### config.mk
export PLATFORM = sky130hd
export DESIGN_NAME = can_frame_cobs_encoder
export DESIGN_NICKNAME = d
export VERILOG_FILES = /design/src/cfce_pkg.sv /design/src/can_frame_cobs_encoder.sv
export SDC_FILE = /design/constraint.sdc
export NUM_CORES = 1
export LEC_CHECK = 0
export BUFFER_PORTS_ARGS = -buffer_cell sky130_fd_sc_hd__buf_2
export CORE_MARGIN = 5
export CORE_UTILIZATION = 40
export CTS_BUF_LIST = sky130_fd_sc_hd__clkbuf_4
export CTS_CLUSTER_DIAMETER = 30
export DETAILED_ROUTE_END_ITERATION = 8
export PLACE_DENSITY_LB_ADDON = 0.25
export SLEW_MARGIN = 20
export SYNTH_ARGS = -nofsm -noshare
export SYNTH_HDL_FRONTEND = slang
export SYNTH_SLANG_ARGS = --single-unit
### constraint.sdc
create_clock -name i_clk -period 15.6 [get_ports i_clk]
set_input_delay 3.12 -clock i_clk [delete_from_list [all_inputs] [get_ports i_clk]]
set_output_delay 3.12 -clock i_clk [all_outputs]
set_load 0.02 [all_outputs]
### src/cfce_pkg.sv
// Shared constants and types for the CAN frame COBS encoder.
package cfce_pkg;

    localparam int BYTE_W                = 8;
    localparam int ID_W                  = 11;
    localparam int LEN_W                 = 4;
    localparam int PAYLOAD_W             = 64;
    localparam int MAX_PAYLOAD_BYTES_DEF = 8;
    localparam int HEADER_BYTES          = 2;
    localparam int CHECKSUM_BYTES        = 1;

    localparam logic [BYTE_W-1:0] FRAME_END_BYTE = 8'h00;
    localparam logic [BYTE_W-1:0] ID_LOW_MASK    = 8'hFF;
    localparam logic [2:0]        ID_HIGH_MASK   = 3'h7;

    typedef logic [BYTE_W-1:0] t_byte;

endpackage

### src/can_frame_cobs_encoder.sv
// CAN frame COBS encoder: header, checksum, COBS stuffing and byte serializer.
//
//   channel | valid       | stall        | payload
//   --------+-------------+--------------+-----------------------------------
//   in      | i_in_valid  | o_in_stall   | i_can_id, i_data_len, i_payload
//   out     | o_out_valid | i_out_stall  | o_out_byte, o_last_byte
//
// A message is captured in the raw-frame register when it is accepted and is
// then COBS-encoded into the frame buffer, which sends one byte per cycle when not stalled.
// A message with length L (clamped) gives L+5 bytes, ending with the delimiter.
// The next message waits in the raw-frame register while a frame is sent and
// is loaded in the cycle the delimiter is taken, so frames follow gap-free.
// Reset (synchronous, active low) empties both stages. Output stalls hold the
// current byte and back up into o_in_stall once the raw-frame register is full.
module can_frame_cobs_encoder #(
    parameter int MAX_PAYLOAD_BYTES = cfce_pkg::MAX_PAYLOAD_BYTES_DEF
) (
    input  logic                           i_clk,
    input  logic                           i_rst_n,
    input  logic                           i_in_valid,
    output logic                           o_in_stall,
    input  logic [cfce_pkg::ID_W-1:0]      i_can_id,
    input  logic [cfce_pkg::LEN_W-1:0]     i_data_len,
    input  logic [cfce_pkg::PAYLOAD_W-1:0] i_payload,
    output logic                           o_out_valid,
    input  logic                           i_out_stall,
    output logic [cfce_pkg::BYTE_W-1:0]    o_out_byte,
    output logic                           o_last_byte
);

    localparam int RAW_MAX = cfce_pkg::HEADER_BYTES + MAX_PAYLOAD_BYTES
                             + cfce_pkg::CHECKSUM_BYTES;
    localparam int STORE_DEPTH = RAW_MAX + 2;
    localparam int POS_W = $clog2(RAW_MAX + 1);
    localparam int IDX_W = $clog2(STORE_DEPTH);
    localparam int LEN_W = cfce_pkg::LEN_W;

    // raw frame build
    logic [LEN_W-1:0]     len_c;
    cfce_pkg::t_byte      pay_bytes [MAX_PAYLOAD_BYTES+1];
    cfce_pkg::t_byte      raw_in    [RAW_MAX];
    cfce_pkg::t_byte      sum;
    logic [POS_W-1:0]     n_in;

    always_comb begin
        len_c = (i_data_len > LEN_W'(MAX_PAYLOAD_BYTES)) ? LEN_W'(MAX_PAYLOAD_BYTES)
                                                         : i_data_len;
        for (int i = 0; i < MAX_PAYLOAD_BYTES; i++) begin
            pay_bytes[i] = i_payload[cfce_pkg::BYTE_W*i +: cfce_pkg::BYTE_W];
        end
        pay_bytes[MAX_PAYLOAD_BYTES] = '0;
        raw_in[0] = i_can_id[7:0] & cfce_pkg::ID_LOW_MASK;
        raw_in[1] = {len_c, 1'b0, i_can_id[10:8] & cfce_pkg::ID_HIGH_MASK};
        sum = raw_in[0] + raw_in[1];
        for (int i = 0; i < MAX_PAYLOAD_BYTES; i++) begin
            if (LEN_W'(i) < len_c) begin
                sum = sum + pay_bytes[i];
            end
        end
        for (int i = 0; i <= MAX_PAYLOAD_BYTES; i++) begin
            if (LEN_W'(i) < len_c) begin
                raw_in[i+2] = pay_bytes[i];
            end else if (LEN_W'(i) == len_c) begin
                raw_in[i+2] = cfce_pkg::t_byte'(8'd0 - sum);
            end else begin
                raw_in[i+2] = '0;
            end
        end
        n_in = POS_W'(len_c) + POS_W'(cfce_pkg::HEADER_BYTES + cfce_pkg::CHECKSUM_BYTES);
    end

    // control
    logic r_s1_valid;
    logic r_busy;
    logic [IDX_W-1:0] r_idx;
    logic [IDX_W-1:0] r_last_idx;
    logic in_accept;
    logic out_take;
    logic out_done;
    logic load;

    assign out_take   = r_busy && !i_out_stall;
    assign out_done   = out_take && (r_idx == r_last_idx);
    assign load       = r_s1_valid && (!r_busy || out_done);
    assign o_in_stall = r_s1_valid && !load;
    assign in_accept  = i_in_valid && !o_in_stall;

    // raw frame register
    cfce_pkg::t_byte  r_raw [RAW_MAX];
    logic [POS_W-1:0] r_n;

    always_ff @(posedge i_clk) begin
        if (!i_rst_n) begin
            r_s1_valid <= 1'b0;
        end else if (in_accept) begin
            r_s1_valid <= 1'b1;
        end else if (load) begin
            r_s1_valid <= 1'b0;
        end
        if (in_accept) begin
            r_raw <= raw_in;
            r_n   <= n_in;
        end
    end

    // COBS encode
    logic             z   [RAW_MAX+1];
    logic [POS_W-1:0] nxt [RAW_MAX+1];
    logic [POS_W-1:0] first;
    cfce_pkg::t_byte  enc [STORE_DEPTH];

    always_comb begin
        for (int i = 0; i <= RAW_MAX; i++) begin
            if (i == RAW_MAX) begin
                z[i] = 1'b1;
            end else begin
                z[i] = (POS_W'(i) >= r_n) || (r_raw[i] == '0);
            end
        end
        nxt[RAW_MAX] = POS_W'(RAW_MAX);
        for (int i = RAW_MAX - 1; i >= 0; i--) begin
            nxt[i] = z[i+1] ? POS_W'(i + 1) : nxt[i+1];
        end
        first = z[0] ? '0 : nxt[0];
        enc[0] = cfce_pkg::t_byte'(first) + 8'd1;
        for (int i = 0; i < RAW_MAX; i++) begin
            if (POS_W'(i) < r_n) begin
                enc[i+1] = z[i] ? cfce_pkg::t_byte'(nxt[i] - POS_W'(i)) : r_raw[i];
            end else begin
                enc[i+1] = cfce_pkg::FRAME_END_BYTE;
            end
        end
        enc[RAW_MAX+1] = cfce_pkg::FRAME_END_BYTE;
    end

    // frame buffer and serializer
    cfce_pkg::t_byte r_frame [STORE_DEPTH];

    always_ff @(posedge i_clk) begin
        if (!i_rst_n) begin
            r_busy <= 1'b0;
            r_idx  <= '0;
        end else if (load) begin
            r_busy <= 1'b1;
            r_idx  <= '0;
        end else if (out_done) begin
            r_busy <= 1'b0;
        end else if (out_take) begin
            r_idx <= r_idx + IDX_W'(1);
        end
        if (load) begin
            r_frame    <= enc;
            r_last_idx <= IDX_W'(r_n) + IDX_W'(1);
        end
    end

    assign o_out_valid = r_busy;
    assign o_out_byte  = r_frame[r_idx];
    assign o_last_byte = (r_idx == r_last_idx);

endmodule

==> results.yml, run 1 <==
drt:
  detailroute.via_count: 10100
  drt_iter0_drc: 722
  routed_wire_length_mm: 37.0
  final_antenna_net_count: 0
  drt-wirelength-per-cell_um: 20.6
  drtPass1Iterations: 5
  route.detailed.drc: 0
  detail_route.vias_per_cell: 5.59
finish:
  flow.area_growth_from_synthesis_pct: 8.87
  design.final.nets: 1512
  drive_gt1_frac: 0.142
synth:
  synth_most_common_cell: "sky130_fd_sc_hd__edfxtp_1"
  synthArstFlopShare: 0
  ys_seq_elements: 194
  synth_sequential_area_ratio: 0.440
  synth.top_cells.by_area: "sky130_fd_sc_hd__edfxtp_1 43%, sky130_fd_sc_hd__ha_1 7.5%, sky130_fd_sc_hd__mux4_2 3.6%"
  synth_top_cell_by_area: "sky130_fd_sc_hd__edfxtp_1"
  synth_flop_cell: "sky130_fd_sc_hd__edfxtp_1"
  synth.cell_area_mm2: 0.0131
  post_synth_inst_count: 1271
  area_share_of_the_largest_cell_type_after_synthesis: 0.431
  synthesis.nets: 1441
  yosys-top-cells-count: "188 x sky130_fd_sc_hd__edfxtp_1, 124 x sky130_fd_sc_hd__nor2_1, 117 x sky130_fd_sc_hd__nand2_1"
  synth-edff-count: 188
  post_synth.cell_area_avg_um2: 10.3
  synth.lib_cells_used.distinct: 77
  yosys_warn_count: 0
placed_design:
  pre_cts_ws_ns: 1.09
  port_buffers: 93
  finalWeightedCongestion: 0.932
  dp_hpwl_mm: 30.0
floorplanning:
  floorplan.die.width_um: 191
  floorplan.rows: 66
  die_area_mm2: 0.0364
  io_pins: 94
  initial_core_util: 0.403
  core_area_mm2: 0.0325
  die_h_um: 191
pwr:
  static-leakage-power_uw: 0.00563
  share_seq_of_total_power: 0.253
  power.ir.vdd_worst_uv: 270
  combPwrFrac: 0.657
  p_sw_uw: 1270
  power_density_mw_per_mm2: 190
  pwr-share-clk: 0.091
  power.internal_uw: 1440
  power.switching_fraction: 0.469
timing:
  finalSetupViolCount: 0
  hold_ws_ns: 0.495
  worst-slew-pin-transition_ns: 1.09
  report.final.slew_viol_count: 0
  post_route_setup_slack_ns: 1.44
  period_needed_ns: 14.16
  skew_ns: 0.0324
  fmaxAchievable_ghz: 0.0706
  rsz0062_at_grt: "no"
  slew-limit-headroom: 0.268
  hold_viol_final: 0
  min_period_over_period: 0.908
  setup_tns_ns: 0
worst_setup_path:
  critical-path-slowest-cell: "sky130_fd_sc_hd__or3b_1"
  endpoint_required_time_on_the_critical_path_ns: 15.88
  endpoint_kind_of_the_worst_setup_timing_path: "flop"
  critical_path_arrival_ns: 14.44
  crit_path_max_incr_delay_ns: 0.70
  crit_fanout: 23
  critPathMostFrequentCell: "sky130_fd_sc_hd__ha_1"
  worstSetupStartpointType: "primary input"
  timing_worst_setup_path_type: "in2reg"
  cell_family_contributing_the_most_delay_on_the_critical_path: "compound AO/OA/AOI/OAI gates"
  timing.critical_path.buf_inv: 2
clock_tree:
  clock-root-buffer: "sky130_fd_sc_hd__clkbuf_4"
  postCtsSetupBuffers: 0
  cts_htree_levels: 4
  clkSinkCount: 194
  holdBufCountCts: 0
  ctsLongestPathBuffers: 2
  clkSlewWorstSetupHoldPaths_ns: 0.17
  tritoncts: "done"
  insertion_delay_ns: 0.57
  cts.repair.resized: 0
  cts_made_buffers: 17
min_path:
  hold_class: "reg2reg"
grt:
  grt_pass1_vias: 9974
  overall_fraction_of_global_route_tracks_in_use: 0.204
  grt_overflow_total: 0
  maximum_number_of_pins_on_one_net_before_global_route_repair: 65
  grt_pass1_wl_mm: 57.6
  antenna_violations_before_repair: 2
status:
  outcome: "finished, final reports clean"
flow_run:
  maxCapViolations: 0
[kinds of logic (layout without fill, tap and decap cells)]
logic type | Yosys count | in the layout | share of synthesized area
fa+ha+maj | 87 | 87 | 0.0883
mux | 51 | 51 | 0.0598
compound gates | 313 | 313 | 0.163
other cells | 1 | 2 | 0.000287
flops | 194 | 194 | 0.440
buf+inv | 110 | 194 | 0.0327
xor+xnor | 55 | 55 | 0.0400
simple gates | 460 | 460 | 0.176
[power groups by stage]
| stage | clock, uW | combinational [uW] | sequential, uW |
|---|---|---|---|
| floorplan | 0 | 1350 | 681 |
| global placement | 0 | 1750 | 698 |
| detailed placement | 0 | 1770 | 698 |
| CTS | 254 | 1770 | 686 |
| global route | 275 | 1950 | 693 |
| finish | 246 | 1780 | 686 |
[metrics by stage]
step / total power (uW) / std cells / instance area [um^2] / util
floorplan: 2030 / 1271 / 13100 / -
global placement: 2450 / 1765 / 14000 / 0.431
detailed placement: 2460 / 1765 / 14000 / 0.431
CTS: 2710 / 1797 / 14200 / 0.439
global route: 2920 / 1798 / 14200 / 0.439
finish: 2710 / 1798 / 14200 / 0.439
[sequential cells by signal (all words and copies together) (netlist names), named ones only]
register	flops
r_last_idx	4
r_n	4
r_raw	87
r_s1_valid	1
r_idx	4
r_frame	91
o_out_valid	1
[layout make-up]
cell class                      instances  area (um^2)
Timing Repair Buffer                  106          563
Antenna cell                            1         2.50
Fill cell                            3156        18200
Multi-Input combinational cell        967         6910
Tap cell                              442          553
Sequential cell                       194         5770
Clock buffer                           18          135
Inverter                               56          210
Clock inverter                         14          114
[worst paths after layout]
kind                  from          end  slack [ns]  cells after the start
max reg2reg         r_n[1]  r_frame[82]       11.58                     11
min             r_s1_valid  o_out_valid        0.49                      2
max          i_data_len[0]    r_raw[15]        1.44                     44
min reg2reg     r_s1_valid  o_out_valid        0.49                      2
[routing by layer]
metal / routed length (um) / global-route usage / vias to the layer above
met3: 2070 / 0.0263 / 54
met1: 16700 / 0.285 / 4769
met2: 17000 / 0.328 / 328
li1: - / - / 4899
met5: 14 / 0 / -
met4: 1170 / 0.0721 / 2
[worst reg2reg max path: stages (launching register included)]
cell and delay [ns]:
sky130_fd_sc_hd__edfxtp_1 0.59, sky130_fd_sc_hd__ha_1 0.36, sky130_fd_sc_hd__nor2b_1 0.39, sky130_fd_sc_hd__o221ai_1 0.29, sky130_fd_sc_hd__a21oi_1 0.42, sky130_fd_sc_hd__o21ai_1 0.25, sky130_fd_sc_hd__a211oi_1 0.53, sky130_fd_sc_hd__o21ai_0 0.31
sky130_fd_sc_hd__ha_1 0.29, sky130_fd_sc_hd__xor2_1 0.16, sky130_fd_sc_hd__a21oi_1 0.15, sky130_fd_sc_hd__nor2_1 0.07
[layout by cell type (no fill, tap or decap), types with 5 or more instances in the layout]
master and count:
sky130_fd_sc_hd__a211o_1 6, sky130_fd_sc_hd__a211oi_1 16, sky130_fd_sc_hd__a21o_1 21, sky130_fd_sc_hd__a21oi_1 58
sky130_fd_sc_hd__a22o_1 15, sky130_fd_sc_hd__a22oi_1 6, sky130_fd_sc_hd__a31oi_1 12, sky130_fd_sc_hd__and2_1 42
sky130_fd_sc_hd__and3_1 16, sky130_fd_sc_hd__buf_2 93, sky130_fd_sc_hd__buf_4 13, sky130_fd_sc_hd__clkbuf_4 18
sky130_fd_sc_hd__dfxtp_1 5, sky130_fd_sc_hd__edfxtp_1 188, sky130_fd_sc_hd__fa_1 9, sky130_fd_sc_hd__ha_1 78
sky130_fd_sc_hd__inv_1 56, sky130_fd_sc_hd__inv_6 6, sky130_fd_sc_hd__mux2_2 8, sky130_fd_sc_hd__mux2i_1 22
sky130_fd_sc_hd__mux4_2 21, sky130_fd_sc_hd__nand2_1 117, sky130_fd_sc_hd__nand2b_1 14, sky130_fd_sc_hd__nand3_1 12
sky130_fd_sc_hd__nor2_1 124, sky130_fd_sc_hd__nor2b_1 38, sky130_fd_sc_hd__nor3_1 24, sky130_fd_sc_hd__nor3b_1 7
sky130_fd_sc_hd__nor4_1 15, sky130_fd_sc_hd__o21a_1 21, sky130_fd_sc_hd__o21ai_0 71, sky130_fd_sc_hd__o22ai_1 12
sky130_fd_sc_hd__o31a_1 5, sky130_fd_sc_hd__o31ai_1 19, sky130_fd_sc_hd__or2_2 7, sky130_fd_sc_hd__or3_1 9
sky130_fd_sc_hd__or4_1 15, sky130_fd_sc_hd__xnor2_1 31, sky130_fd_sc_hd__xor2_1 21
Note: power is estimated with default switching activity, not from simulation.
==> inputs of run 2 (changes only) <==
--- a/config.mk
+++ b/config.mk
@@ -5,12 +5,14 @@
 export SDC_FILE = /design/constraint.sdc
 export NUM_CORES = 1
 export LEC_CHECK = 0
+export ABC_AREA = 1
 export BUFFER_PORTS_ARGS = -buffer_cell sky130_fd_sc_hd__buf_2
 export CORE_MARGIN = 5
 export CORE_UTILIZATION = 40
 export CTS_BUF_LIST = sky130_fd_sc_hd__clkbuf_4
 export CTS_CLUSTER_DIAMETER = 30
 export DETAILED_ROUTE_END_ITERATION = 8
+export MAX_ROUTING_LAYER = met4
 export PLACE_DENSITY_LB_ADDON = 0.25
 export SLEW_MARGIN = 20
 export SYNTH_ARGS = -nofsm -noshare
==> results.yml, run 2 <==
status:
  outcome: "finished, final reports clean"
grt:
  maximum_number_of_pins_on_one_net_before_global_route_repair: 67
  antenna_violations_before_repair: 1
  overall_fraction_of_global_route_tracks_in_use: 0.202
  grt_overflow_total: 0
  grt_pass1_vias: 10400
  grt_pass1_wl_mm: 56.4
worst_setup_path:
  critical_path_arrival_ns: 12.70
  endpoint_required_time_on_the_critical_path_ns: 15.93
  timing_worst_setup_path_type: "in2reg"
  crit_path_max_incr_delay_ns: 0.47
  endpoint_kind_of_the_worst_setup_timing_path: "flop"
  reg2reg_from: "r_idx[2]"
  timing.reg2reg.worst_path_depth: 7
  r2r-end: "r_frame[78]"
  critPathMostFrequentCell: "sky130_fd_sc_hd__nand2_1"
  rrSetupSlack_ns: 11.76
  crit_fanout: 23
  critical-path-slowest-cell: "sky130_fd_sc_hd__fa_1"
  worstSetupStartpointType: "primary input"
floorplanning:
  floorplan.die.width_um: 192
  core_area_mm2: 0.0327
  floorplan.rows: 66
  die_h_um: 192
  io_pins: 94
  die_area_mm2: 0.0370
  initial_core_util: 0.407
timing:
  finalSetupViolCount: 0
  report.final.slew_viol_count: 0
  setup_tns_ns: 0
  rsz0062_at_grt: "no"
  post_route_setup_slack_ns: 3.23
  min_period_over_period: 0.793
  skew_ns: 0.0257
  period_needed_ns: 12.37
  hold_viol_final: 0
  worst-slew-pin-transition_ns: 0.904
  fmaxAchievable_ghz: 0.0808
  slew-limit-headroom: 0.396
finish:
  final_cell_mix: "354 x sky130_fd_sc_hd__nand2_1, 252 x sky130_fd_sc_hd__inv_1, 188 x sky130_fd_sc_hd__edfxtp_1"
  layout.cells.most_common: "sky130_fd_sc_hd__nand2_1"
  multiInputGateArea_mm2: 0.00639
  layoutNonFillerInstCount: 2173
  reg.largest.list: "r_frame (91), r_raw (87)"
  final_util: 0.444
  largest_register: "r_frame"
  drive_gt1_frac: 0.124
  seq_area_mm2: 0.00577
  design.final.nets: 1888
  flow.area_growth_from_synthesis_pct: 9.05
  fill_cells: 3352
  largest_register_ffs: 91
synth:
  yosys_warn_count: 0
  post_synth.cell_area_avg_um2: 8.15
  synth_top_cell_by_area: "sky130_fd_sc_hd__edfxtp_1"
  post_synth_inst_count: 1632
  yosys-top-cells-count: "354 x sky130_fd_sc_hd__nand2_1, 253 x sky130_fd_sc_hd__inv_1, 188 x sky130_fd_sc_hd__edfxtp_1"
  synth.top_cells.by_area: "sky130_fd_sc_hd__edfxtp_1 42%, sky130_fd_sc_hd__nand2_1 10%, sky130_fd_sc_hd__ha_1 7.3%"
  synth.cell_area_mm2: 0.0133
  synthesis.nets: 1802
  synth_flop_cell: "sky130_fd_sc_hd__edfxtp_1"
  area_share_of_the_largest_cell_type_after_synthesis: 0.424
  synth-edff-count: 188
  ys_seq_elements: 194
  synth_most_common_cell: "sky130_fd_sc_hd__nand2_1"
  synth_sequential_area_ratio: 0.433
  synthArstFlopShare: 0
  synth.lib_cells_used.distinct: 57
pwr:
  post_route_total_power_uw: 2030
  static-leakage-power_uw: 0.00673
  share_seq_of_total_power: 0.319
  power.switching_fraction: 0.446
  p_sw_uw: 904
  power_density_mw_per_mm2: 140
  power.internal_uw: 1120
  pwr-share-clk: 0.125
  power.ir.vdd_worst_uv: 138
  combPwrFrac: 0.557
clock_tree:
  clkSlewWorstSetupHoldPaths_ns: 0.15
  holdBufCountCts: 0
  clock-root-buffer: "sky130_fd_sc_hd__clkbuf_4"
  insertion_delay_ns: 0.58
  tritoncts: "done"
  clkSinkCount: 194
  cts_htree_levels: 4
  ctsLongestPathBuffers: 2
  postCtsSetupBuffers: 0
  cts.repair.resized: 0
  cts_made_buffers: 17
drt:
  detail_route.vias_per_cell: 5.00
  drt_iter0_drc: 771
  drt-wirelength-per-cell_um: 16.4
  route.detailed.drc: 0
  drtPass1Iterations: 5
  routed_wire_length_mm: 35.7
  detailroute.via_count: 10900
  final_antenna_net_count: 0
min_path:
  hold_depth: 2
  timing.hold.worst.start: "r_s1_valid"
  hold_class: "reg2reg"
  min_delay_worst_endpoint: "o_out_valid"
flow_run:
  maxCapViolations: 0
placed_design:
  finalWeightedCongestion: 0.916
  place.detailed.instances: 2141
  dp_hpwl_mm: 29.2
  port_buffers: 93
  pre_cts_ws_ns: 2.74
## run 2: cell types whose count changed in the layout (fill, tap and decap cells not counted), moves of 33 or more
cell and delta:
sky130_fd_sc_hd__nand3_1 +92, sky130_fd_sc_hd__nor2b_1 -38, sky130_fd_sc_hd__nand2_1 +237, sky130_fd_sc_hd__inv_1 +196
sky130_fd_sc_hd__nor2_1 +59, sky130_fd_sc_hd__o21ai_0 +47, sky130_fd_sc_hd__and2_1 -33
## run 2: critical path: cells and delay by family
kind | cells | cell delay [ns]
compound gates | 5 | 0.51
fa+ha+maj | 9 | 3.22
buf+inv | 9 | 1.10
simple gates | 34 | 4.72
## run 2: how the worst max path moves through the flow
stage,slack [ns],from,end
2_1_floorplan,4.13,i_can_id[0],r_raw[15]
3_3_place_gp,2.91,i_data_len[3],r_raw[23]
3_5_place_dp,2.74,i_data_len[3],r_raw[47]
4_1_cts,3.37,i_data_len[3],r_raw[47]
5_1_grt,2.31,i_data_len[3],r_raw[23]
6_report,3.23,i_data_len[3],r_raw[47]
## run 2: cell type report
cell class / instances / share of cell area
tap: 442 / 0.0381
clock inverter: 11 / 0.00793
multi-input combinational: 1137 / 0.440
timing repair buffer: 100 / 0.0357
inverter: 268 / 0.0701
sequential: 194 / 0.397
clock buffer: 20 / 0.0103
antenna: 1 / 0.000172
## run 2: layer usage
layer,global-route usage,up-vias,share of wire
met5,-,-,0
met4,0.0568,0,0.019
met3,0.0179,39,0.043
met2,0.313,270,0.45
met1,0.288,4937,0.49
li1,-,5619,-
## run 2: kinds of logic (layout without fill, tap and decap cells)
logic type               Yosys count  in the layout  synth area share
flip-flops                       194            194             0.433
buffers and inverters            301            399            0.0871
other                              1              2          0.000282
AO/OA/AOI/OAI                    260            260             0.115
AND/OR/NAND/NOR                  763            763             0.259
adder cells (fa/ha/maj)           87             87            0.0869
XOR/XNOR                          26             26            0.0191
## run 2: power groups by stage
stage	logic, uW	registers, uW	clock network, uW
after CTS	1130	647	262
final	1130	647	253
after global routing	1300	651	284
after global placement	1120	658	0
after floorplan	863	655	0
after detailed placement	1130	659	0
## run 2: through the flow
step / cell area [um^2] / hold WS (ns)
6_report: 14500 / 0.569
5_1_grt: 14500 / 0.596
4_1_cts: 14500 / 0.572
3_5_place_dp: 14200 / 0.540
3_3_place_gp: 14200 / 0.536
2_1_floorplan: 13300 / 0.467
